`src/design/tle_pkg.sv`:
```
`timescale 1ns / 1ps
// ----------------------------------------------------------------------------
// tle_pkg
// constants, types and the control store of the terminal line editor
// ----------------------------------------------------------------------------
package tle_pkg;

   localparam int LINE_MAX   = 32;
   localparam int LINE_AW    = (LINE_MAX > 1) ? $clog2(LINE_MAX) : 1;
   localparam int CNT_W      = $clog2(LINE_MAX + 1);
   localparam int PROMPT_LEN = 17;
   localparam int PROMPT_AW  = $clog2(PROMPT_LEN);
   localparam int IDX_W      = (LINE_AW > PROMPT_AW) ? LINE_AW : PROMPT_AW;
   localparam int ESC_SPAN   = 4;
   localparam int SKIP_W     = $clog2(ESC_SPAN);

   localparam logic [7:0] CH_ESC = 8'h1B;
   localparam logic [7:0] CH_BS  = 8'h08;
   localparam logic [7:0] CH_CR  = 8'h0D;
   localparam logic [7:0] CH_NUL = 8'h00;
   localparam logic [7:0] CH_SP  = 8'h20;

   localparam logic KIND_ECHO = 1'b0;
   localparam logic KIND_LINE = 1'b1;

   typedef enum logic [2:0] {
      S_IDLE,
      S_BS_SP,
      S_BS_BS,
      S_L_RD,
      S_L_EM,
      S_L_CR,
      S_L_NUL,
      S_P_EM
   } step_type;

   typedef enum logic [1:0] {
      SRC_CONST,
      SRC_STORE,
      SRC_PROMPT
   } src_type;

   typedef enum logic [1:0] {
      LAST_NO,
      LAST_YES,
      LAST_NO_ECHO,
      LAST_PROMPT_END
   } last_type;

   typedef enum logic [1:0] {
      IDX_HOLD,
      IDX_INC,
      IDX_CLEAR
   } idx_op_type;

   typedef enum logic [2:0] {
      JC_ALWAYS,
      JC_NEVER,
      JC_DISPATCH,
      JC_LINE_MORE,
      JC_ECHO,
      JC_PROMPT_MORE
   } cond_type;

   typedef struct packed {
      logic       emit;
      logic       kind;
      src_type    src;
      logic [7:0] const_byte;
      last_type   last_sel;
      idx_op_type idx_op;
      logic       read_req;
      logic       clear_count;
      cond_type   cond;
      step_type   tgt_true;
      step_type   tgt_false;
   } ucode_word_type;

   typedef struct packed {
      step_type       step;
      ucode_word_type word;
      logic           adv;
      logic           accept;
   } ctrl_type;

   typedef struct packed {
      logic out_free;
      logic bs_go;
      logic line_go;
      logic prompt_go;
      logic line_more;
      logic prompt_more;
      logic echo;
   } stat_type;

   function automatic ucode_word_type ucode_rom(input step_type s);
      ucode_word_type w;
      w = '0;
      w.src       = SRC_CONST;
      w.last_sel  = LAST_NO;
      w.idx_op    = IDX_HOLD;
      w.cond      = JC_NEVER;
      w.tgt_true  = S_IDLE;
      w.tgt_false = S_IDLE;
      unique case (s)
         S_IDLE: begin
            w.cond = JC_DISPATCH;
         end
         S_BS_SP: begin
            w.emit       = 1'b1;
            w.kind       = KIND_ECHO;
            w.const_byte = CH_SP;
            w.cond       = JC_ALWAYS;
            w.tgt_true   = S_BS_BS;
         end
         S_BS_BS: begin
            w.emit       = 1'b1;
            w.kind       = KIND_ECHO;
            w.const_byte = CH_BS;
            w.last_sel   = LAST_YES;
         end
         S_L_RD: begin
            w.read_req = 1'b1;
            w.cond     = JC_ALWAYS;
            w.tgt_true = S_L_EM;
         end
         S_L_EM: begin
            w.emit      = 1'b1;
            w.kind      = KIND_LINE;
            w.src       = SRC_STORE;
            w.idx_op    = IDX_INC;
            w.cond      = JC_LINE_MORE;
            w.tgt_true  = S_L_RD;
            w.tgt_false = S_L_CR;
         end
         S_L_CR: begin
            w.emit       = 1'b1;
            w.kind       = KIND_LINE;
            w.const_byte = CH_CR;
            w.cond       = JC_ALWAYS;
            w.tgt_true   = S_L_NUL;
         end
         S_L_NUL: begin
            w.emit        = 1'b1;
            w.kind        = KIND_LINE;
            w.const_byte  = CH_NUL;
            w.last_sel    = LAST_NO_ECHO;
            w.idx_op      = IDX_CLEAR;
            w.clear_count = 1'b1;
            w.cond        = JC_ECHO;
            w.tgt_true    = S_P_EM;
         end
         S_P_EM: begin
            w.emit     = 1'b1;
            w.kind     = KIND_ECHO;
            w.src      = SRC_PROMPT;
            w.last_sel = LAST_PROMPT_END;
            w.idx_op   = IDX_INC;
            w.cond     = JC_PROMPT_MORE;
            w.tgt_true = S_P_EM;
         end
         default: begin
            w.cond = JC_NEVER;
         end
      endcase
      return w;
   endfunction

   // crlf, colour set, "@> ", colour reset
   function automatic logic [7:0] prompt_rom(input logic [IDX_W-1:0] i);
      logic [7:0] b;
      case (i)
         IDX_W'(0):  b = 8'h0D;
         IDX_W'(1):  b = 8'h0A;
         IDX_W'(2):  b = 8'h1B;
         IDX_W'(3):  b = 8'h5B;
         IDX_W'(4):  b = 8'h33;
         IDX_W'(5):  b = 8'h34;
         IDX_W'(6):  b = 8'h3B;
         IDX_W'(7):  b = 8'h34;
         IDX_W'(8):  b = 8'h30;
         IDX_W'(9):  b = 8'h6D;
         IDX_W'(10): b = 8'h40;
         IDX_W'(11): b = 8'h3E;
         IDX_W'(12): b = 8'h20;
         IDX_W'(13): b = 8'h1B;
         IDX_W'(14): b = 8'h5B;
         IDX_W'(15): b = 8'h30;
         IDX_W'(16): b = 8'h6D;
         default:    b = 8'h00;
      endcase
      return b;
   endfunction

endpackage

```
`src/design/tle_channels.sv`:
```
`timescale 1ns / 1ps
// ----------------------------------------------------------------------------
// tle channels
// valid/ready channels for received bytes and for result beats
// ----------------------------------------------------------------------------
interface tle_req_if;
   logic       valid;
   logic       ready;
   logic [7:0] rx_byte;

   modport source (output valid, output rx_byte, input ready);
   modport sink   (input valid, input rx_byte, output ready);
endinterface

interface tle_rsp_if;
   logic       valid;
   logic       ready;
   logic       out_kind;
   logic [7:0] out_byte;
   logic       out_last;

   modport source (output valid, output out_kind, output out_byte, output out_last,
                   input ready);
   modport sink   (input valid, input out_kind, input out_byte, input out_last,
                   output ready);
endinterface

```
`src/design/terminal_line_editor_unit.sv`:
```
`timescale 1ns / 1ps
// ----------------------------------------------------------------------------
// terminal_line_editor_unit
// line editor for bytes typed at a host terminal
// ----------------------------------------------------------------------------
// req_bus takes one received byte per beat; rsp_bus gives result beats, each
// an echo byte (out_kind 0) or a byte of a finished line (out_kind 1), with
// out_last on the final beat caused by one received byte.
// csr_wr_en / csr_wr_data write the echo enable bit (1 after reset).
// an ordinary byte or a dropped escape byte is taken from the idle step; an
// ordinary byte's echo beat is in the result register in the next cycle.
// a backspace is taken with its first echo beat, then runs S_BS_SP and S_BS_BS.
// a line end takes the byte, then per stored byte a registered read of the line
// memory and then the beat, then cr and nul, and the prompt when echo is on.
// the step counter walks a small control program and takes a new byte only
// from its idle step, with the result register free or draining.
// reset clears the line count, escape skip and result valid and sets echo on.
// a stalled receiver holds the result register, and the step counter waits at
// the next step that emits a beat or takes a byte; no beat is dropped and input waits.
// ----------------------------------------------------------------------------
module terminal_line_editor_unit
   import tle_pkg::*;
(
   input  logic     clock,
   input  logic     reset,
   tle_req_if.sink  req_bus,
   tle_rsp_if.source rsp_bus,
   input  logic     csr_wr_en,
   input  logic     csr_wr_data
);

   ctrl_type ctrl;
   stat_type stat;

   tle_sequencer u_seq (
      .clock     (clock),
      .reset     (reset),
      .req_valid (req_bus.valid),
      .req_ready (req_bus.ready),
      .stat      (stat),
      .ctrl      (ctrl)
   );

   tle_datapath u_dp (
      .clock       (clock),
      .reset       (reset),
      .ctrl        (ctrl),
      .rx_byte     (req_bus.rx_byte),
      .csr_wr_en   (csr_wr_en),
      .csr_wr_data (csr_wr_data),
      .stat        (stat),
      .rsp_valid   (rsp_bus.valid),
      .rsp_ready   (rsp_bus.ready),
      .out_kind    (rsp_bus.out_kind),
      .out_byte    (rsp_bus.out_byte),
      .out_last    (rsp_bus.out_last)
   );

   // input only taken in the idle step
   a_ready_idle: assert property (@(posedge clock) disable iff (reset)
      req_bus.ready |-> (ctrl.step == S_IDLE))
      else $error("input ready outside idle step");

   // an escape byte starts no routine
   a_esc_idle: assert property (@(posedge clock) disable iff (reset)
      (ctrl.accept && (req_bus.rx_byte == CH_ESC)) |=> (ctrl.step == S_IDLE))
      else $error("escape byte left idle step");

   // line end on a non-empty line starts the line read-out
   a_line_start: assert property (@(posedge clock) disable iff (reset)
      (ctrl.accept && stat.line_go) |=> (ctrl.step == S_L_RD))
      else $error("line read-out not started");

   // final prompt beat carries the last flag
   a_prompt_last: assert property (@(posedge clock) disable iff (reset)
      ((ctrl.step == S_P_EM) && ctrl.adv && !stat.prompt_more)
         |=> (rsp_bus.valid && rsp_bus.out_last))
      else $error("prompt end without last flag");

endmodule

```
`src/design/tle_line_store.sv`:
```
`timescale 1ns / 1ps
// ----------------------------------------------------------------------------
// tle_line_store
// line buffer memory, one write and one registered read port
// ----------------------------------------------------------------------------
module tle_line_store
   import tle_pkg::*;
(
   input  logic               clock,
   input  logic               wr_en,
   input  logic [LINE_AW-1:0] wr_addr,
   input  logic [7:0]         wr_data,
   input  logic               rd_en,
   input  logic [LINE_AW-1:0] rd_addr,
   output logic [7:0]         rd_data
);

   logic [7:0] store_mem [LINE_MAX];
   logic [7:0] rd_data_ff;

   always_ff @(posedge clock) begin
      if (wr_en) begin
         store_mem[wr_addr] <= wr_data;
      end
   end

   always_ff @(posedge clock) begin
      if (rd_en) begin
         rd_data_ff <= store_mem[rd_addr];
      end
   end

   assign rd_data = rd_data_ff;

endmodule

```
`src/design/tle_sequencer.sv`:
```
`timescale 1ns / 1ps
// ----------------------------------------------------------------------------
// tle_sequencer
// step counter over the control store, with dispatch and conditional jumps
// ----------------------------------------------------------------------------
module tle_sequencer
   import tle_pkg::*;
(
   input  logic     clock,
   input  logic     reset,
   input  logic     req_valid,
   output logic     req_ready,
   input  stat_type stat,
   output ctrl_type ctrl
);

   step_type       step_ff;
   step_type       step_in;
   ucode_word_type word;
   logic           cond_true;
   logic           dispatch;
   logic           accept;
   logic           adv;

   always_comb begin
      word      = ucode_rom(step_ff);
      dispatch  = (word.cond == JC_DISPATCH);
      req_ready = dispatch && stat.out_free;
      accept    = req_valid && req_ready;
      adv       = dispatch ? accept : (!word.emit || stat.out_free);
   end

   always_comb begin
      unique case (word.cond)
         JC_ALWAYS:      cond_true = 1'b1;
         JC_NEVER:       cond_true = 1'b0;
         JC_DISPATCH:    cond_true = 1'b0;
         JC_LINE_MORE:   cond_true = stat.line_more;
         JC_ECHO:        cond_true = stat.echo;
         JC_PROMPT_MORE: cond_true = stat.prompt_more;
         default:        cond_true = 1'b0;
      endcase
   end

   // next step
   always_comb begin
      step_in = step_ff;
      if (adv) begin
         if (dispatch) begin
            if (stat.bs_go) begin
               step_in = S_BS_SP;
            end else if (stat.line_go) begin
               step_in = S_L_RD;
            end else if (stat.prompt_go) begin
               step_in = S_P_EM;
            end else begin
               step_in = S_IDLE;
            end
         end else begin
            step_in = cond_true ? word.tgt_true : word.tgt_false;
         end
      end
   end

   always_ff @(posedge clock) begin
      if (reset) begin
         step_ff <= S_IDLE;
      end else begin
         step_ff <= step_in;
      end
   end

   // control outputs
   always_comb begin
      ctrl.step   = step_ff;
      ctrl.word   = word;
      ctrl.adv    = adv;
      ctrl.accept = accept;
   end

endmodule

```
`src/design/tle_datapath.sv`:
```
`timescale 1ns / 1ps
// ----------------------------------------------------------------------------
// tle_datapath
// byte decode, line count, escape skip, index counter and result register
// ----------------------------------------------------------------------------
module tle_datapath
   import tle_pkg::*;
(
   input  logic       clock,
   input  logic       reset,
   input  ctrl_type   ctrl,
   input  logic [7:0] rx_byte,
   input  logic       csr_wr_en,
   input  logic       csr_wr_data,
   output stat_type   stat,
   output logic       rsp_valid,
   input  logic       rsp_ready,
   output logic       out_kind,
   output logic [7:0] out_byte,
   output logic       out_last
);

   logic [CNT_W-1:0]  count_ff,  count_in;
   logic [SKIP_W-1:0] skip_ff,   skip_in;
   logic [IDX_W-1:0]  idx_ff,    idx_in;
   logic              echo_ff;
   logic              rsp_valid_ff, rsp_valid_in;
   logic              kind_ff,   kind_in;
   logic [7:0]        byte_ff,   byte_in;
   logic              last_ff,   last_in;

   logic [CNT_W-1:0]  cnt_eff;
   logic [CNT_W:0]    idx_next;
   logic              is_esc, is_bs, is_eol, skipping, live, ord;
   logic              bs_go, line_go, prompt_go;
   logic              out_free, load, acc_emit, seq_emit;
   logic              mem_we, mem_re;
   logic [7:0]        rd_data;
   logic              seq_last;
   logic [7:0]        seq_byte;

   tle_line_store u_store (
      .clock   (clock),
      .wr_en   (mem_we),
      .wr_addr (cnt_eff[LINE_AW-1:0]),
      .wr_data (rx_byte),
      .rd_en   (mem_re),
      .rd_addr (idx_ff[LINE_AW-1:0]),
      .rd_data (rd_data)
   );

   // byte decode, a full line is dropped before the byte is looked at
   always_comb begin
      cnt_eff   = (count_ff == CNT_W'(LINE_MAX)) ? '0 : count_ff;
      is_esc    = (rx_byte == CH_ESC);
      is_bs     = (rx_byte == CH_BS);
      is_eol    = (rx_byte == CH_CR) || (rx_byte == CH_NUL);
      skipping  = !is_esc && (skip_ff != '0);
      live      = !is_esc && !skipping;
      ord       = live && !is_bs && !is_eol;
      bs_go     = live && is_bs && (cnt_eff != '0) && echo_ff;
      line_go   = live && is_eol && (cnt_eff != '0);
      prompt_go = live && is_eol && (cnt_eff == '0) && echo_ff;
      out_free  = !rsp_valid_ff || rsp_ready;
      idx_next  = (CNT_W+1)'(idx_ff) + (CNT_W+1)'(1);
   end

   always_comb begin
      stat.out_free    = out_free;
      stat.bs_go       = bs_go;
      stat.line_go     = line_go;
      stat.prompt_go   = prompt_go;
      stat.line_more   = idx_next < {1'b0, count_ff};
      stat.prompt_more = (idx_ff != IDX_W'(PROMPT_LEN - 1));
      stat.echo        = echo_ff;
   end

   assign mem_we = ctrl.accept && ord;
   assign mem_re = ctrl.adv && ctrl.word.read_req;

   // line count, skip counter, index
   always_comb begin
      count_in = count_ff;
      skip_in  = skip_ff;
      idx_in   = idx_ff;
      if (ctrl.accept) begin
         idx_in = '0;
         if (ord) begin
            count_in = cnt_eff + CNT_W'(1);
         end else if (bs_go) begin
            count_in = cnt_eff - CNT_W'(1);
         end else begin
            count_in = cnt_eff;
         end
         if (is_esc) begin
            skip_in = SKIP_W'(ESC_SPAN - 1);
         end else if (skipping) begin
            skip_in = skip_ff - SKIP_W'(1);
         end
      end else if (ctrl.adv) begin
         if (ctrl.word.clear_count) begin
            count_in = '0;
         end
         case (ctrl.word.idx_op)
            IDX_INC:   idx_in = idx_ff + IDX_W'(1);
            IDX_CLEAR: idx_in = '0;
            default:   idx_in = idx_ff;
         endcase
      end
   end

   // result beat source
   always_comb begin
      case (ctrl.word.src)
         SRC_STORE:  seq_byte = rd_data;
         SRC_PROMPT: seq_byte = prompt_rom(idx_ff);
         default:    seq_byte = ctrl.word.const_byte;
      endcase
      case (ctrl.word.last_sel)
         LAST_YES:        seq_last = 1'b1;
         LAST_NO_ECHO:    seq_last = !echo_ff;
         LAST_PROMPT_END: seq_last = !stat.prompt_more;
         default:         seq_last = 1'b0;
      endcase
   end

   always_comb begin
      acc_emit     = ctrl.accept && ((ord && echo_ff) || bs_go);
      seq_emit     = ctrl.adv && ctrl.word.emit;
      load         = acc_emit || seq_emit;
      kind_in      = kind_ff;
      byte_in      = byte_ff;
      last_in      = last_ff;
      rsp_valid_in = rsp_valid_ff && !rsp_ready;
      if (acc_emit) begin
         kind_in = KIND_ECHO;
         byte_in = ord ? rx_byte : CH_BS;
         last_in = ord;
      end else if (seq_emit) begin
         kind_in = ctrl.word.kind;
         byte_in = seq_byte;
         last_in = seq_last;
      end
      if (load) begin
         rsp_valid_in = 1'b1;
      end
   end

   always_ff @(posedge clock) begin
      if (reset) begin
         count_ff     <= '0;
         skip_ff      <= '0;
         idx_ff       <= '0;
         echo_ff      <= 1'b1;
         rsp_valid_ff <= 1'b0;
      end else begin
         count_ff     <= count_in;
         skip_ff      <= skip_in;
         idx_ff       <= idx_in;
         rsp_valid_ff <= rsp_valid_in;
         if (csr_wr_en) begin
            echo_ff <= csr_wr_data;
         end
      end
   end

   always_ff @(posedge clock) begin
      kind_ff <= kind_in;
      byte_ff <= byte_in;
      last_ff <= last_in;
   end

   assign rsp_valid = rsp_valid_ff;
   assign out_kind  = kind_ff;
   assign out_byte  = byte_ff;
   assign out_last  = last_ff;

endmodule
```
`src/flat_wrapper.sv`:
```
// flat-port wrapper written by rule: the top's interface ports become plain ports
module terminal_line_editor_unit_flat import tle_pkg::*;
  (clock, reset, csr_wr_en, csr_wr_data, req_bus_valid, req_bus_rx_byte, req_bus_ready, rsp_bus_valid, rsp_bus_out_kind, rsp_bus_out_byte, rsp_bus_out_last, rsp_bus_ready);
  tle_req_if req_bus_i ();
  tle_rsp_if rsp_bus_i ();
  input  logic clock;
  input  logic reset;
  input  logic csr_wr_en;
  input  logic csr_wr_data;
  input wire logic [$bits(req_bus_i.valid)-1:0] req_bus_valid;
  input wire logic [$bits(req_bus_i.rx_byte)-1:0] req_bus_rx_byte;
  output wire logic [$bits(req_bus_i.ready)-1:0] req_bus_ready;
  output wire logic [$bits(rsp_bus_i.valid)-1:0] rsp_bus_valid;
  output wire logic [$bits(rsp_bus_i.out_kind)-1:0] rsp_bus_out_kind;
  output wire logic [$bits(rsp_bus_i.out_byte)-1:0] rsp_bus_out_byte;
  output wire logic [$bits(rsp_bus_i.out_last)-1:0] rsp_bus_out_last;
  input wire logic [$bits(rsp_bus_i.ready)-1:0] rsp_bus_ready;
  assign req_bus_i.valid = req_bus_valid;
  assign req_bus_i.rx_byte = req_bus_rx_byte;
  assign req_bus_ready = req_bus_i.ready;
  assign rsp_bus_valid = rsp_bus_i.valid;
  assign rsp_bus_out_kind = rsp_bus_i.out_kind;
  assign rsp_bus_out_byte = rsp_bus_i.out_byte;
  assign rsp_bus_out_last = rsp_bus_i.out_last;
  assign rsp_bus_i.ready = rsp_bus_ready;
  terminal_line_editor_unit u_core (.clock(clock), .reset(reset), .req_bus(req_bus_i), .rsp_bus(rsp_bus_i), .csr_wr_en(csr_wr_en), .csr_wr_data(csr_wr_data));
endmodule
```
`config.mk`:
```
export PLATFORM = sky130hd
export DESIGN_NAME = terminal_line_editor_unit_flat
export DESIGN_NICKNAME = d
export VERILOG_FILES = /design/src/design/tle_pkg.sv /design/src/design/tle_channels.sv /design/src/design/terminal_line_editor_unit.sv /design/src/design/tle_line_store.sv /design/src/design/tle_sequencer.sv /design/src/design/tle_datapath.sv /design/src/flat_wrapper.sv
export SDC_FILE = /design/constraint.sdc
export NUM_CORES = 1
export LEC_CHECK = 0
export BUFFER_PORTS_ARGS = -buffer_cell sky130_fd_sc_hd__buf_4
export CELL_PAD_IN_SITES_DETAIL_PLACEMENT = 0
export CELL_PAD_IN_SITES_GLOBAL_PLACEMENT = 1
export CORE_UTILIZATION = 49
export CTS_CLUSTER_SIZE = 25
export DETAILED_ROUTE_END_ITERATION = 7
export GPL_ROUTABILITY_DRIVEN = 0
export PLACE_DENSITY_LB_ADDON = 0.25
export SLEW_MARGIN = 25
export SYNTH_ARGS = -nofsm -noshare
export SYNTH_HDL_FRONTEND = slang
export SYNTH_SLANG_ARGS = --single-unit
```
`constraint.sdc`:
```
create_clock -name clock -period 3.15 [get_ports clock]
set_input_delay 0.945 -clock clock [delete_from_list [all_inputs] [get_ports clock]]
set_output_delay 0.945 -clock clock [all_outputs]
set_load 0.01 [all_outputs]
```
; ---- Yosys cells after proc, flatten, opt, wreduce, memory -nomap -nowiden
; Memory sizes are Yosys's and may differ from the RTL's. A register that Yosys moved wholly into a read port is not among the register bits.
; Index checks and enable logic that the tools add are counted.
; W data, S select, Z words.
[totals]
register_bits = 28
mem_bits_rw = 256
romBits = 224
in_bits = 14
word_cells = 131
n_memories = 2
[memory_table]
columns = name, depth, width, rd, rd_ports_with_merged_regs, write_ports, line_no
row1 = u_core.u_dp.u_store.store_mem, 32, 8, 1, 1, 1, tle_line_store.sv:18  ; logic [7:0] store_mem [LINE_MAX];
row2 = (name not given), 32, 7, 1, 1, 0, tle_pkg.sv:172  ; case (i)
[op_classes]
n_addsub = 5
order_cmp = 1
eq_ne = 23
muxes = 38
n_reduce_logical = 53
[op_table]
columns = op, count
row1 = $mux W6, 6
row2 = $pmux W3 S5, 2
row3 = $mux W8, 3
row4 = $logic_and A1 B1 Y1, 19
row5 = $eq A3 B3 Y1 const B, 6
row6 = $mux W3, 6
row7 = $pmux W6 S3, 1
row8 = $eq A8 B4 Y1 const B, 2
row9 = $pmux W8 S2, 1
row10 = $eq A3 B2 Y1 const B, 4
row11 = $pmux W2 S2, 3
row12 = $reduce_bool A2 Y1, 6
row13 = $mux W5, 2
row14 = $pmux W5 S2, 1
row15 = $logic_not A1 Y1, 9
row16 = $reduce_or A3 Y1, 3
row17 = $eq A2 B2 Y1 const B, 4
row18 = $eq A8 B5 Y1 const B, 1
row19 = $logic_not A8 Y1, 1
row20 = $mux W1, 8
row21 = $add A5 B1 Y6 const B, 1
row22 = $add A6 B1 Y6 const B, 1
row23 = $eq A2 B1 Y1 const B, 3
row24 = $eq A6 B6 Y1 const B, 1
row25 = 16 further kinds, 26

; ---- Depth between registers and ports, before layout
; Gate-level depths: netlist (run 1).
[logic_depth]
word_depth = 12
ltp_mapped = 16
ltp_nobuf = 14

; ---- Cells and area by module
; From an unflattened synthesis (run 1), not the netlist that was laid out.
[hier_totals]
cells_unflattened = 768
area_unflattened_um2 = 12976.2
[modules_own_cells]
columns = mod, instances, cells_per_inst, area_each_um2
row1 = tle_line_store, 1, 417, 10133.5
row2 = tle_datapath, 1, 273, 2342.2
row3 = tle_sequencer, 1, 78, 500.5

; ---- Worst setup path before layout (run 1)
; No wires, ideal clock.
[synth_path]
path_kind = flip-flop to flip-flop
startpoint = register u_core.u_seq.step_ff[2]
endpoint = register (tool-made name)
t_arrival_ns = 3.424
t_required_ns = 3.090
path_slack_ns = -0.334
stages_incl_launch_ff = 15
synth_period_minus_slack_ns = 3.484
cell_sequence = dfxtp_1 -> clkbuf_1 -> clkbuf_1 -> and3_1 -> inv_1 -> ha_1 -> ha_1 -> nor3_2 -> nand3_1 -> a21oi_1 -> inv_1 -> ha_1 -> a21oi_2 -> a221o_1 -> nand2_1
[synth_rtl]
columns = element, line_no
row1 = from (decl), tle_sequencer.sv:17  ; step_type step_ff;
row2 = from (signal assigned), tle_sequencer.sv:69  ; step_ff <= step_in;

; ---- Worst setup path after layout (run 1)
[layout_path]
startpoint = register u_core.u_seq.step_ff[1]
endpoint = output port req_bus_ready
[layout_between]
elab_chain_len = 5
[layout_rtl]
columns = element, line_no
row1 = "$eq A3 B3 Y1, or another cell as far along", tle_pkg.sv:105  ; unique case (s)
row2 = $reduce_or A3 Y1 (no line), n/a
row3 = $pmux W3 S5 *, tle_pkg.sv:105
row4 = $eq A3 B2 Y1 *, tle_sequencer.sv:27  ; dispatch = (word.cond == JC_DISPATCH);
row5 = $logic_and A1 B1 Y1 *, tle_sequencer.sv:28  ; req_ready = dispatch && stat.out_free;
row6 = to (decl), flat_wrapper.sv:12  ; output wire logic [$bits(req_bus_i.ready)-1:0] req_bus_ready;
; Every way passes the cells marked *; elsewhere a longest branch is shown, timed or not.

==> results of run 1 <==
[state kept, by name, indices dropped and copies added (netlist names), named ones only]
| name | cells |
|---|---|
| u_core.u_dp.count_ff | 6 |
| u_core.u_seq.step_ff | 3 |
| u_core.u_dp.out_last | 1 |
| u_core.u_dp.out_byte | 8 |
| u_core.u_dp.u_store.rd_data | 8 |
| u_core.u_dp.rsp_valid | 1 |
| u_core.u_dp.echo_ff | 1 |
| u_core.u_dp.u_store.store_mem | 256 |
| u_core.u_dp.idx_ff | 5 |
| u_core.u_dp.out_kind | 1 |
| u_core.u_dp.skip_ff | 2 |
[layout by cell type, fill, tap and decap left out, types with 7 or more instances in the layout]
cell type,count
clkinv_1,7
mux2_2,9
dfxtp_1,24
ha_1,22
clkbuf_16,34
and3_1,7
clkinv_2,7
a22o_1,10
nand2_1,38
inv_1,19
nor3_1,10
edfxtp_1,273
nand3_1,26
nor2_1,55
nor2b_1,7
buf_4,79
mux4_2,80
a21oi_1,14
o21ai_0,16
[worst max-delay path: cells and delay by family (launching register included)]
family / cells / cell delay (ns)
and+or+nand+nor: 3 / 0.65
buffers and inverters: 3 / 0.40
DFF: 1 / 0.33
adders and majority gates: 1 / 0.26
[final timing paths]
check                                             start                                  end  slack [ns]
worst max-delay path            u_core.u_seq.step_ff[1]                        req_bus_ready        0.07
worst min-delay path             u_core.u_dp.skip_ff[0]               u_core.u_dp.skip_ff[0]        0.48
worst max register to register  u_core.u_seq.step_ff[1]  u_core.u_dp.u_store.store_mem[8][4]        0.14
worst min register to register   u_core.u_dp.skip_ff[0]               u_core.u_dp.skip_ff[0]        0.48
[stage by stage]
step | total power, mW | TNS (ns)
2_1_floorplan | 5.82 | 0
3_3_place_gp | 6.56 | -3.20
3_5_place_dp | 6.57 | -18.41
4_1_cts | 10.4 | 0
5_1_grt | 10.7 | -0.00143
6_report | 10.4 | 0
[cells by family after synthesis]
family,Yosys count
DFF,299
and+or+nand+nor,172
AOI/OAI and AO/OA,98
muxes,92
buffers and inverters,60
adders and majority gates,24
xor gates and xnor gates,7
[layer usage]
metal,share of wire [%],routed length [um],vias to the layer above,GRT usage (%)
li1,-,-,3189,-
met1,43,12800,3673,32.4
met2,48,14300,265,37.6
met3,6.2,1830,55,3.43
met4,2.4,701,0,6.61
met5,0,0,-,0
[power breakdown]
group | total (mW) | switching, mW | internal (mW)
clock network | 3.86 | 1.55 | 2.31
registers | 4.63 | 0.0853 | 4.55
logic | 1.87 | 0.984 | 0.886
[layout make-up]
type                            count  area, um2
Clock buffer                       35        855
Sequential cell                   299       8720
Multi-Input combinational cell    393       3900
Fill cell                        1933      10500
Inverter                           22       82.6
Clock inverter                     24        240
Tap cell                          330        413
Timing Repair Buffer               83        673
[repair_timing]
| item | 4_1_cts | 5_1_grt |
|---|---|---|
| gates resized for setup | 0 | 1 |
| hold buffers | 0 | 0 |
| endpoints found under the setup margin | 0 | 27 |
| endpoints found under the hold margin | 0 | 0 |
| setup buffers | 0 | 2 |
==> summary.md, run 1 <==
| Metric | Value |
|---|---|
| Critical Path Fanout Max | 8 |
| First-pass GRT wire length | 44,700 um |
| Setup WS post-layout | 0.0655 ns |
| Clk sink count | approximately 300 |
| Min-delay worst type | register to register |
| Row Count | 58 |
| Clk slew on worst S/H paths | ~0.050 ns |
| DR pass1 iterations | 6 |
| Post-Route WL | around 30,000 um |
| GRT Total Usage | ~23% |
| Status | completed |
| Synth Area in Simple Gates | under 10% |
| Area leader, netlist | edfxtp_1 |
| Worst slew pin tran | just over 0.8 ns |
| Critical path's slowest cell | dfxtp_1 |
| Post-synthesis cell type count | 66 |
| Area delta synth->final | 16.0% |
| Final core occ | around three fifths |
| CTS tree | built |
| Grt total ovfl | 0 |
| Max-slew violation count | 0 |
| Final Hold Vio Count | 0 |
| Critical path class | register to primary output |
| Worst rel slew slack | a little under half |
| Crit path top cell by count | buf_4 |
| Largest family of logic cells by synthesized area | multiplexers |
| Placed cells | 1,125 |
| Crit start category | register |
| CP required | approximately 2.2 ns |
| Layout cells sized above 1 | 28.4% |
| Post-DR wirelength/cell | ~25 um |
| DP HPWL | around 20,000 um |
| Final period utilization | between 90% and 100% |
| Syn Inst Count | about 750 |
| Post-synth top area share | 63.9% |
| Yosys reg bits | 299 |
| Post-Synth Adder-Cell Area | under 10% |
| Routed Antenna Nets | 0 |
| CP endpoint kind | primary output |
| Post-synth EDFFs | approximately 270 |
| Most frequent cell after synthesis | edfxtp_1 |
| Post-synth top cells | 273 x edfxtp_1, 80 x mux4_2, 55 x nor2_1 |
| Die Wd | roughly 160 um |
| MaxCap Viol Count | 0 |
| Post-synthesis net count | 790 |
| Xor/xnor share of the synthesized area | less than 1% |
| Main flop type after synthesis | edfxtp_1 |
| DR iter-0 viols | about 790 |
| Die Ht | between 150 and 200 um |
| Ys async rst share | 0% |
| Pwr per Cell Area | 696 nW/um2 |
| Area post-placement | about 14,000 um2 |
| Reg2reg path depth | 9 |
| CTS Root Cell | clkbuf_16 |
| Hold_ws | 0.483 ns |
| Fmax | ~320 MHz |
| Top-level I/O count | 26 |
| Core box area | 25,400 um2 |
| Post-synthesis mux area share | 15.1% |
| Initial Util | 50.5% |
| Peak VDD IR | about 470 uV |
| WP data arrival | approximately 2.1 ns |
| Dpl ws | -0.165 ns |
| Post-Layout Cell Count | about 1,200 |
| Final net count | 871 |
| Vias in the first global route | 7,285 |
| Largest net degree at the start of global routing | slightly above 50 |
| Clock latency on the worst-skew pair | 0.51 ns |
| Clock Path Buffers | 3 |
| Via count | 7,182 |
| Pleak | 4.82 nW |
| Critical path, cell by cell | and3_1, inv_1, ha_2, nor3b_4, buf_4, and2_1, buf_4 |
| Synth Area per Inst | ~17 um2 |
| Mapped Area | between 10,000 and 15,000 um2 |
| Die Footprint | 26,800 um2 |
| Synth top area cells | edfxtp_1 64%, mux4_2 14%, dfxtp_1 4.1% |
| Residual DRC | 0 |
| Post-Layout Inst Area | between 10,000 and 15,000 um2 |
| Final setup violation count | 0 |
| Fin Clk Skew | 0.0217 ns |
| Sequential fraction of the synthesis area | between 60% and 70% |
| Vias/cell | approximately 6 |
| Period minus WS final | just over 3 ns |
| YS warnings | 0 |
| Hold Crit Depth | 1 |
| Max stage delay on crit path | around 0.33 ns |
| Compound-Gate Fraction of Synth Area | between 5 and 6% |
| Initial antenna violation count | 0 |
| CTS buffer count | 34 |
| CTS H-Tree Depth | 2 |
| Port bufs | 25 |
| # diodes | 0 |
Note: power is estimated with default switching activity, not from simulation.
==> run 2, diff against run 1 <==
--- a/config.mk
+++ b/config.mk
@@ -13,6 +13,7 @@
 export DETAILED_ROUTE_END_ITERATION = 7
 export GPL_ROUTABILITY_DRIVEN = 0
 export PLACE_DENSITY_LB_ADDON = 0.25
+export RECOVER_POWER = 50
 export SLEW_MARGIN = 25
 export SYNTH_ARGS = -nofsm -noshare
 export SYNTH_HDL_FRONTEND = slang
==> summary.md, run 2 (synthesis results as in run 1) <==
| Metric | Value |
|---|---|
| Largest net degree at the start of global routing | 51 (unchanged) |
| Hold Crit Depth | 1 (unchanged) |
| Most frequent cells in the layout | 273 x edfxtp_1, 80 x mux4_2, 55 x nor2_1, 53 x buf_4, 38 x nand2_1 |
| Critical Path Fanout Max | 8 (unchanged) |
| DR pass1 iterations | 5 (-1) |
| Post-Layout Cell Count | 1,186 (unchanged) |
| Fin Clk Skew | 0.0208 ns (-0.000928 ns) |
| Pleak | 4.73 nW (-2.0%) |
| Post-Route WL | 29,700 um (about the same) |
| Core box area | 25,400 um2 (unchanged) |
| Crit start category | register |
| Top-level I/O count | 26 (unchanged) |
| Die Wd | 164 um (unchanged) |
| WP data arrival | 2.14 ns (about the same) |
| # diodes | 0 (unchanged) |
| Worst slew pin tran | 1.96 ns (+1.15 ns) |
| Area delta synth->final | 15.2% |
| Global route hottest layer | met2 |
| Final period utilization | 97.8% (-0.11 points) |
| Vias/cell | 6.07 (+0.18%) |
| CTS Root Cell | clkbuf_16 |
| CTS H-Tree Depth | 2 (unchanged) |
| Dpl ws | -0.165 ns (unchanged) |
| Die Ht | 164 um (unchanged) |
| Routed Antenna Nets | 0 (unchanged) |
| Max stage delay on crit path | 0.33 ns (about the same) |
| Period minus WS final | 3.08 ns (-0.00349 ns) |
| Post-DR wirelength/cell | 25.0 um (about the same) |
| Clock latency on the worst-skew pair | 0.51 ns (about the same) |
| Setup WS post-layout | 0.0690 ns (+0.00349 ns) |
| Critical path class | register to primary output |
| Pwr per Cell Area | 697 nW/um2 (+0.14%) |
| Largest reg by FF count | u_core.u_dp.u_store.store_mem |
| Filler cells | 1,951 (+0.93%) |
| Buf+Inv Stages, Crit Path | 3 (unchanged) |
| MaxCap Viol Count | 3 (+3) |
| Residual DRC | 0 (unchanged) |
| Reg2reg path depth | 9 (unchanged) |
| CP Depth | 7 (unchanged) |
| Final setup violation count | 0 (unchanged) |
| Grt met1 use | 32.4% (unchanged) |
| Critical path, cell by cell | and3_1, inv_1, ha_2, nor3b_4, buf_4, and2_1, buf_4 |
| Global Route met3 Usage | 3.43% (unchanged) |
| Status | complete, but fails checks |
| Placed cells | 1,125 (unchanged) |
| Hold_buf cts | 0 (unchanged) |
| Layout cells sized above 1 | 25.4% (-3.0 points) |
| Final Hold Vio Count | 0 (unchanged) |
| Worst r2r src | u_core.u_seq.step_ff[1] |
| Port bufs | 25 (unchanged) |
| CTS tree | built |
| Via count | 7,195 (+0.18%) |
| DR iter-0 viols | 808 (+2.1%) |
| CP endpoint kind | primary output |
| Vias in the first global route | 7,285 (unchanged) |
| Worst reg-to-reg setup slack | 0.14 ns (about the same) |
| Min-delay worst type | register to register |
| Met2 GRT Util | 37.6% (unchanged) |
| Max reg flops | 256 (unchanged) |
| FF-to-FF End | u_core.u_dp.u_store.store_mem[8][5] |
| Clk sink count | 299 (unchanged) |
| Critical path's slowest cell | dfxtp_1 |
| Worst hold start | u_core.u_dp.skip_ff[0] |
| Commonest non-fill, non-tap cell in the layout | edfxtp_1 |
| Cell family with most CP delay | simple AND/OR/NAND/NOR gates |
| Grt total ovfl | 0 (unchanged) |
| Worst rel slew slack | -30.6% (-77 points) |
| DP HPWL | 20,000 um (unchanged) |
| Worst Hold End | u_core.u_dp.skip_ff[0] |
| Final net count | 871 (unchanged) |
| Initial antenna violation count | 0 (unchanged) |
| Max-slew violation count | 101 (+101) |
| Fmax | 325 MHz (+0.11%) |
| First-pass GRT wire length | 44,700 um (unchanged) |
| Failing checks | max-capacitance violations, max-slew violations |
| Crit path top cell by count | buf_4 |
| Clock Path Buffers | 3 (unchanged) |
| CP required | 2.20 ns (about the same) |
| Clk slew on worst S/H paths | 0.05 ns (about the same) |
| Initial Util | 50.5% (unchanged) |
| CTS buffer count | 34 (unchanged) |
| GRT Total Usage | 23.0% (unchanged) |
| Peak VDD IR | 464 uV (-0.72%) |
| Row Count | 58 (unchanged) |
| Die Footprint | 26,800 um2 (unchanged) |
run 2: cell types whose count changed in the layout (fill, tap and decap cells not counted), sizes merged:
cell	before	now
buf	83	57
clkbuf	35	61
run 2: worst max path at each step:
stage | start | endpoint | slack, ns
global placement | req_bus_rx_byte[5] | u_core.u_dp.out_byte[2] | -0.16
global route | u_core.u_seq.step_ff[1] | req_bus_ready | -0.001
detailed placement | req_bus_rx_byte[4] | u_core.u_dp.u_store.store_mem[8][7] | -0.17
floorplan | u_core.u_seq.step_ff[2] | register | 0.02
finish | u_core.u_seq.step_ff[1] | req_bus_ready | 0.07
CTS | u_core.u_seq.step_ff[1] | req_bus_ready | 0.03
run 2: what timing repair did:
action                                  4_1_cts  5_1_grt
endpoints found under the setup margin        0       27
buffers inserted                              0        2
resized for setup                             0        1
run 2: final cells by class:
cell class	instances	area (um2)	share of cell area [%]
Inverter	22	82.6	0.559
Clock buffer	35	855	5.78
Multi-Input combinational cell	393	3900	26.4
Timing Repair Buffer	83	576	3.89
Clock inverter	24	240	1.62
Sequential cell	299	8720	59.0
Tap cell	330	413	2.79
run 2: power breakdown:
group | internal (mW) | total (mW) | switching (mW)
sequential | 4.55 | 4.63 | 0.0833
combinational | 0.825 | 1.81 | 0.983
clock | 2.31 | 3.86 | 1.56
total | 7.68 | 10.3 | 2.62
run 2: routing by layer:
layer	part of all wire, %	up-vias
li1	-	3187
met1	43	3669
met2	48	284
met3	6.5	55
met4	2.7	0
met5	0	-
run 2: through the flow:
stage                     power [mW]  area, um2  hold slack (ns)   TNS, ns  util [%]
after floorplan                 5.82      12900            0.437         0         -
after global placement          6.56      13800            0.453     -3.20      54.2
after detailed placement        6.57      13800            0.479    -18.41      54.2
after CTS                       10.4      14900            0.487         0      58.5
after global routing            10.7      14800            0.500  -0.00143      58.2
final                           10.3      14800            0.483         0      58.2
run 2: worst reg2reg max path, cell delays in order (launching register included):
cell and delay [ns]:
dfxtp_1 0.33, and3_1 0.21, inv_1 0.09, ha_2 0.26, nor3b_4 0.31, nand3_1 0.18, nor2_1 0.30, nand2_1 0.18
buf_12 0.17, nor2_1 0.60
==> run 3, diff against run 2 <==
--- a/config.mk
+++ b/config.mk
@@ -8,7 +8,7 @@
 export BUFFER_PORTS_ARGS = -buffer_cell sky130_fd_sc_hd__buf_4
 export CELL_PAD_IN_SITES_DETAIL_PLACEMENT = 0
 export CELL_PAD_IN_SITES_GLOBAL_PLACEMENT = 1
-export CORE_UTILIZATION = 49
+export CORE_UTILIZATION = 45
 export CTS_CLUSTER_SIZE = 25
 export DETAILED_ROUTE_END_ITERATION = 7
 export GPL_ROUTABILITY_DRIVEN = 0
@@ -18,3 +18,4 @@
 export SYNTH_ARGS = -nofsm -noshare
 export SYNTH_HDL_FRONTEND = slang
 export SYNTH_SLANG_ARGS = --single-unit
+export TNS_END_PERCENT = 30
==> summary.md, run 3 (synthesis results as in run 1) <==
| Metric | Value |
|---|---|
| DR pass1 iterations | 5 (unchanged) |
| Fmax | 330 MHz (+1.8%) |
| Clk slew on worst S/H paths | 0.06 ns (about the same) |
| DR iter-0 viols | 725 (-10%) |
| Port bufs | 25 (unchanged) |
| Vias/cell | 5.88 (-3.1%) |
| Largest net degree at the start of global routing | 66 (+29%) |
| Most frequent cells in the layout | 273 x edfxtp_1, 80 x mux4_2, 48 x buf_4, 45 x nor2_1, 38 x nand2_1 |
| CP endpoint kind | primary output |
| CTS tree | built |
| Worst reg-to-reg setup slack | 0.25 ns (+0.11 ns) |
| Final setup violation count | 0 (unchanged) |
| Pleak | 4.69 nW (-0.66%) |
| Sw Share | 25.7% (+0.28 points) |
| Die Wd | 171 um (+4.3%) |
| Final Hold Vio Count | 0 (unchanged) |
| DP HPWL | 21,000 um (+5.2%) |
| Post-DR wirelength/cell | 25.1 um (+0.42%) |
| Residual DRC | 0 (unchanged) |
| CTS H-Tree Depth | 1 (-1) |
| Dpl ws | -0.160 ns (+0.00495 ns) |
| Die Footprint | 29,200 um2 (+8.8%) |
| Power share of the clock group | 36.6% (-0.9 points) |
| CP required | 2.20 ns (about the same) |
| Post-Layout Cell Count | 1,233 (+4.0%) |
| Pwr per Cell Area | 684 nW/um2 (-1.9%) |
| Worst r2r src | u_core.u_seq.step_ff[1] |
| Grt total ovfl | 0 (unchanged) |
| MaxCap Viol Count | 6 (+3) |
| Via count | 7,250 (+0.76%) |
| WP data arrival | 2.08 ns (-0.06 ns) |
| Fin Clk Skew | 0.0156 ns (-0.00524 ns) |
| Worst hold start | u_core.u_dp.skip_ff[0] |
| Row Count | 61 (+5.2%) |
| Clock latency on the worst-skew pair | 0.57 ns (+0.06 ns) |
| CTS Root Cell | clkbuf_16 |
| Worst slew pin tran | 1.88 ns (-0.0768 ns) |
| GRT Total Usage | 22.4% (-0.61 points) |
| Clock Path Buffers | 3 (unchanged) |
| Initial Util | 45.9% (-4.6 points) |
| Final net count | 867 (-0.46%) |
| Seq pwr share | 45.7% (+0.8 points) |
| First-pass GRT wire length | 47,400 um (+6.1%) |
| Layout cells sized above 1 | 25.5% (+0.18 points) |
| Largest reg by FF count | u_core.u_dp.u_store.store_mem |
| Worst Hold End | u_core.u_dp.skip_ff[0] |
| Failing checks | max-capacitance violations, max-slew violations |
| Crit start category | register |
| Critical Path Fanout Max | 8 (unchanged) |
| Area delta synth->final | 15.2% (about the same) |
| Routed Antenna Nets | 0 (unchanged) |
| Reg2reg path depth | 10 (+1) |
| RSZ-0062 raised after global routing | no |
| Commonest non-fill, non-tap cell in the layout | edfxtp_1 |
| Status | complete, but fails checks |
| Hold_buf cts | 0 (unchanged) |
| Setup WS post-layout | 0.124 ns (+0.0550 ns) |
| Logic pwr share | 17.6% (about the same) |
| Die Ht | 171 um (+4.3%) |
| Post-Route WL | 31,000 um (+4.4%) |
| Max-slew violation count | 201 (+99%) |
| Sw power | 2.60 mW (-0.77%) |
| CTS buffer count | 31 (-8.8%) |
| Worst rel slew slack | -25.5% (+5.1 points) |
| Vias in the first global route | 7,386 (+1.4%) |
| Initial antenna violation count | 1 (+1) |
| Min-delay worst type | register to register |
| Final period utilization | 96.1% (-1.7 points) |
| Peak VDD IR | 508 uV (+9.5%) |
| FF-to-FF End | u_core.u_dp.u_store.store_mem[9][5] |
| Period minus WS final | 3.03 ns (-0.0550 ns) |
| Top-level I/O count | 26 (unchanged) |
| Hold Crit Depth | 1 (unchanged) |
| Core box area | 27,900 um2 (+10%) |
| Placed cells | 1,173 (+4.3%) |
| Max reg flops | 256 (unchanged) |
| Int Pwr | 7.51 mW (-2.2%) |
| Critical path class | register to primary output |
| Clk sink count | 299 (unchanged) |
[run 3: cell count changes in the layout (fill, tap and decap cells not counted), sizes merged]
cell,change
clkinvlp,-4
buf,-5
clkinv,-1
diode,+1
clkbuf,+5
inv,+3
[run 3: final cells by class]
class / instances / area, um2
Clock buffer: 36 / 805
Clock inverter: 22 / 233
Inverter: 22 / 82.6
Timing Repair Buffer: 82 / 548
Tap cell: 378 / 473
Multi-Input combinational cell: 393 / 3920
Antenna cell: 1 / 2.50
Sequential cell: 299 / 8720
Fill cell: 2300 / 13100
[run 3: what timing repair did]
| item | in CTS | in global routing |
|---|---|---|
| gates resized for setup | 0 | 12 |
| gates cloned | 0 | 0 |
| setup endpoints to repair | 1 | 105 |
| setup buffers | 1 | 0 |
[run 3: power groups by stage]
stage / Combinational, mW / Clock [mW] / Sequential, mW
global route: 1.92 / 3.90 / 4.64
floorplan: 1.11 / 0 / 4.71
finish: 1.78 / 3.71 / 4.62
CTS: 1.86 / 3.77 / 4.62
global placement: 1.83 / 0 / 4.70
detailed placement: 1.85 / 0 / 4.70
[run 3: worst max-delay path by stage]
stage / endpoint / slack (ns) / depth (start not counted) / startpoint
floorplan: u_core.u_seq.step_ff[1] / -0.0003 / 12 / u_core.u_dp.idx_ff[0]
global route: req_bus_ready / 0.06 / 7 / u_core.u_seq.step_ff[1]
finish: req_bus_ready / 0.12 / 7 / u_core.u_seq.step_ff[1]
global placement: u_core.u_dp.u_store.store_mem[9][4] / -0.07 / 10 / req_bus_rx_byte[4]
detailed placement: u_core.u_dp.u_store.store_mem[28][1] / -0.16 / 10 / req_bus_rx_byte[4]
CTS: req_bus_ready / 0.09 / 7 / u_core.u_seq.step_ff[1]
[run 3: through the flow]
| step | setup TNS, ns | hold slack [ns] | instance area (um2) | power [mW] | utilization (%) |
|---|---|---|---|---|---|
| 5_1_grt | 0 | 0.521 | 14800 | 10.5 | 52.9 |
| 3_5_place_dp | -18.05 | 0.465 | 13800 | 6.55 | 49.5 |
| 6_report | 0 | 0.482 | 14800 | 10.1 | 52.9 |
| 4_1_cts | 0 | 0.477 | 14900 | 10.2 | 53.2 |
| 3_3_place_gp | -2.58 | 0.448 | 13800 | 6.54 | 49.5 |
| 2_1_floorplan | -0.000267 | 0.437 | 12900 | 5.82 | - |
[run 3: routing by layer]
| metal | share of wire [%] | routed length, um | global-route usage (%) |
|---|---|---|---|
| met2 | 47 | 14600 | 34.9 |
| met4 | 2.0 | 623 | 6.64 |
| met1 | 44 | 13800 | 31.8 |
| met5 | 0 | 0 | 0 |
| met3 | 6.6 | 2060 | 4.88 |
[run 3: worst max-delay path, cell delays in order, from the launching register on]
cell and delay (ns):
dfxtp_1 0.35, nor2_1 0.20, nand2_1 0.15, ha_4 0.21
nor3b_4 0.16, buf_4 0.14, and2_1 0.16, buf_4 0.14
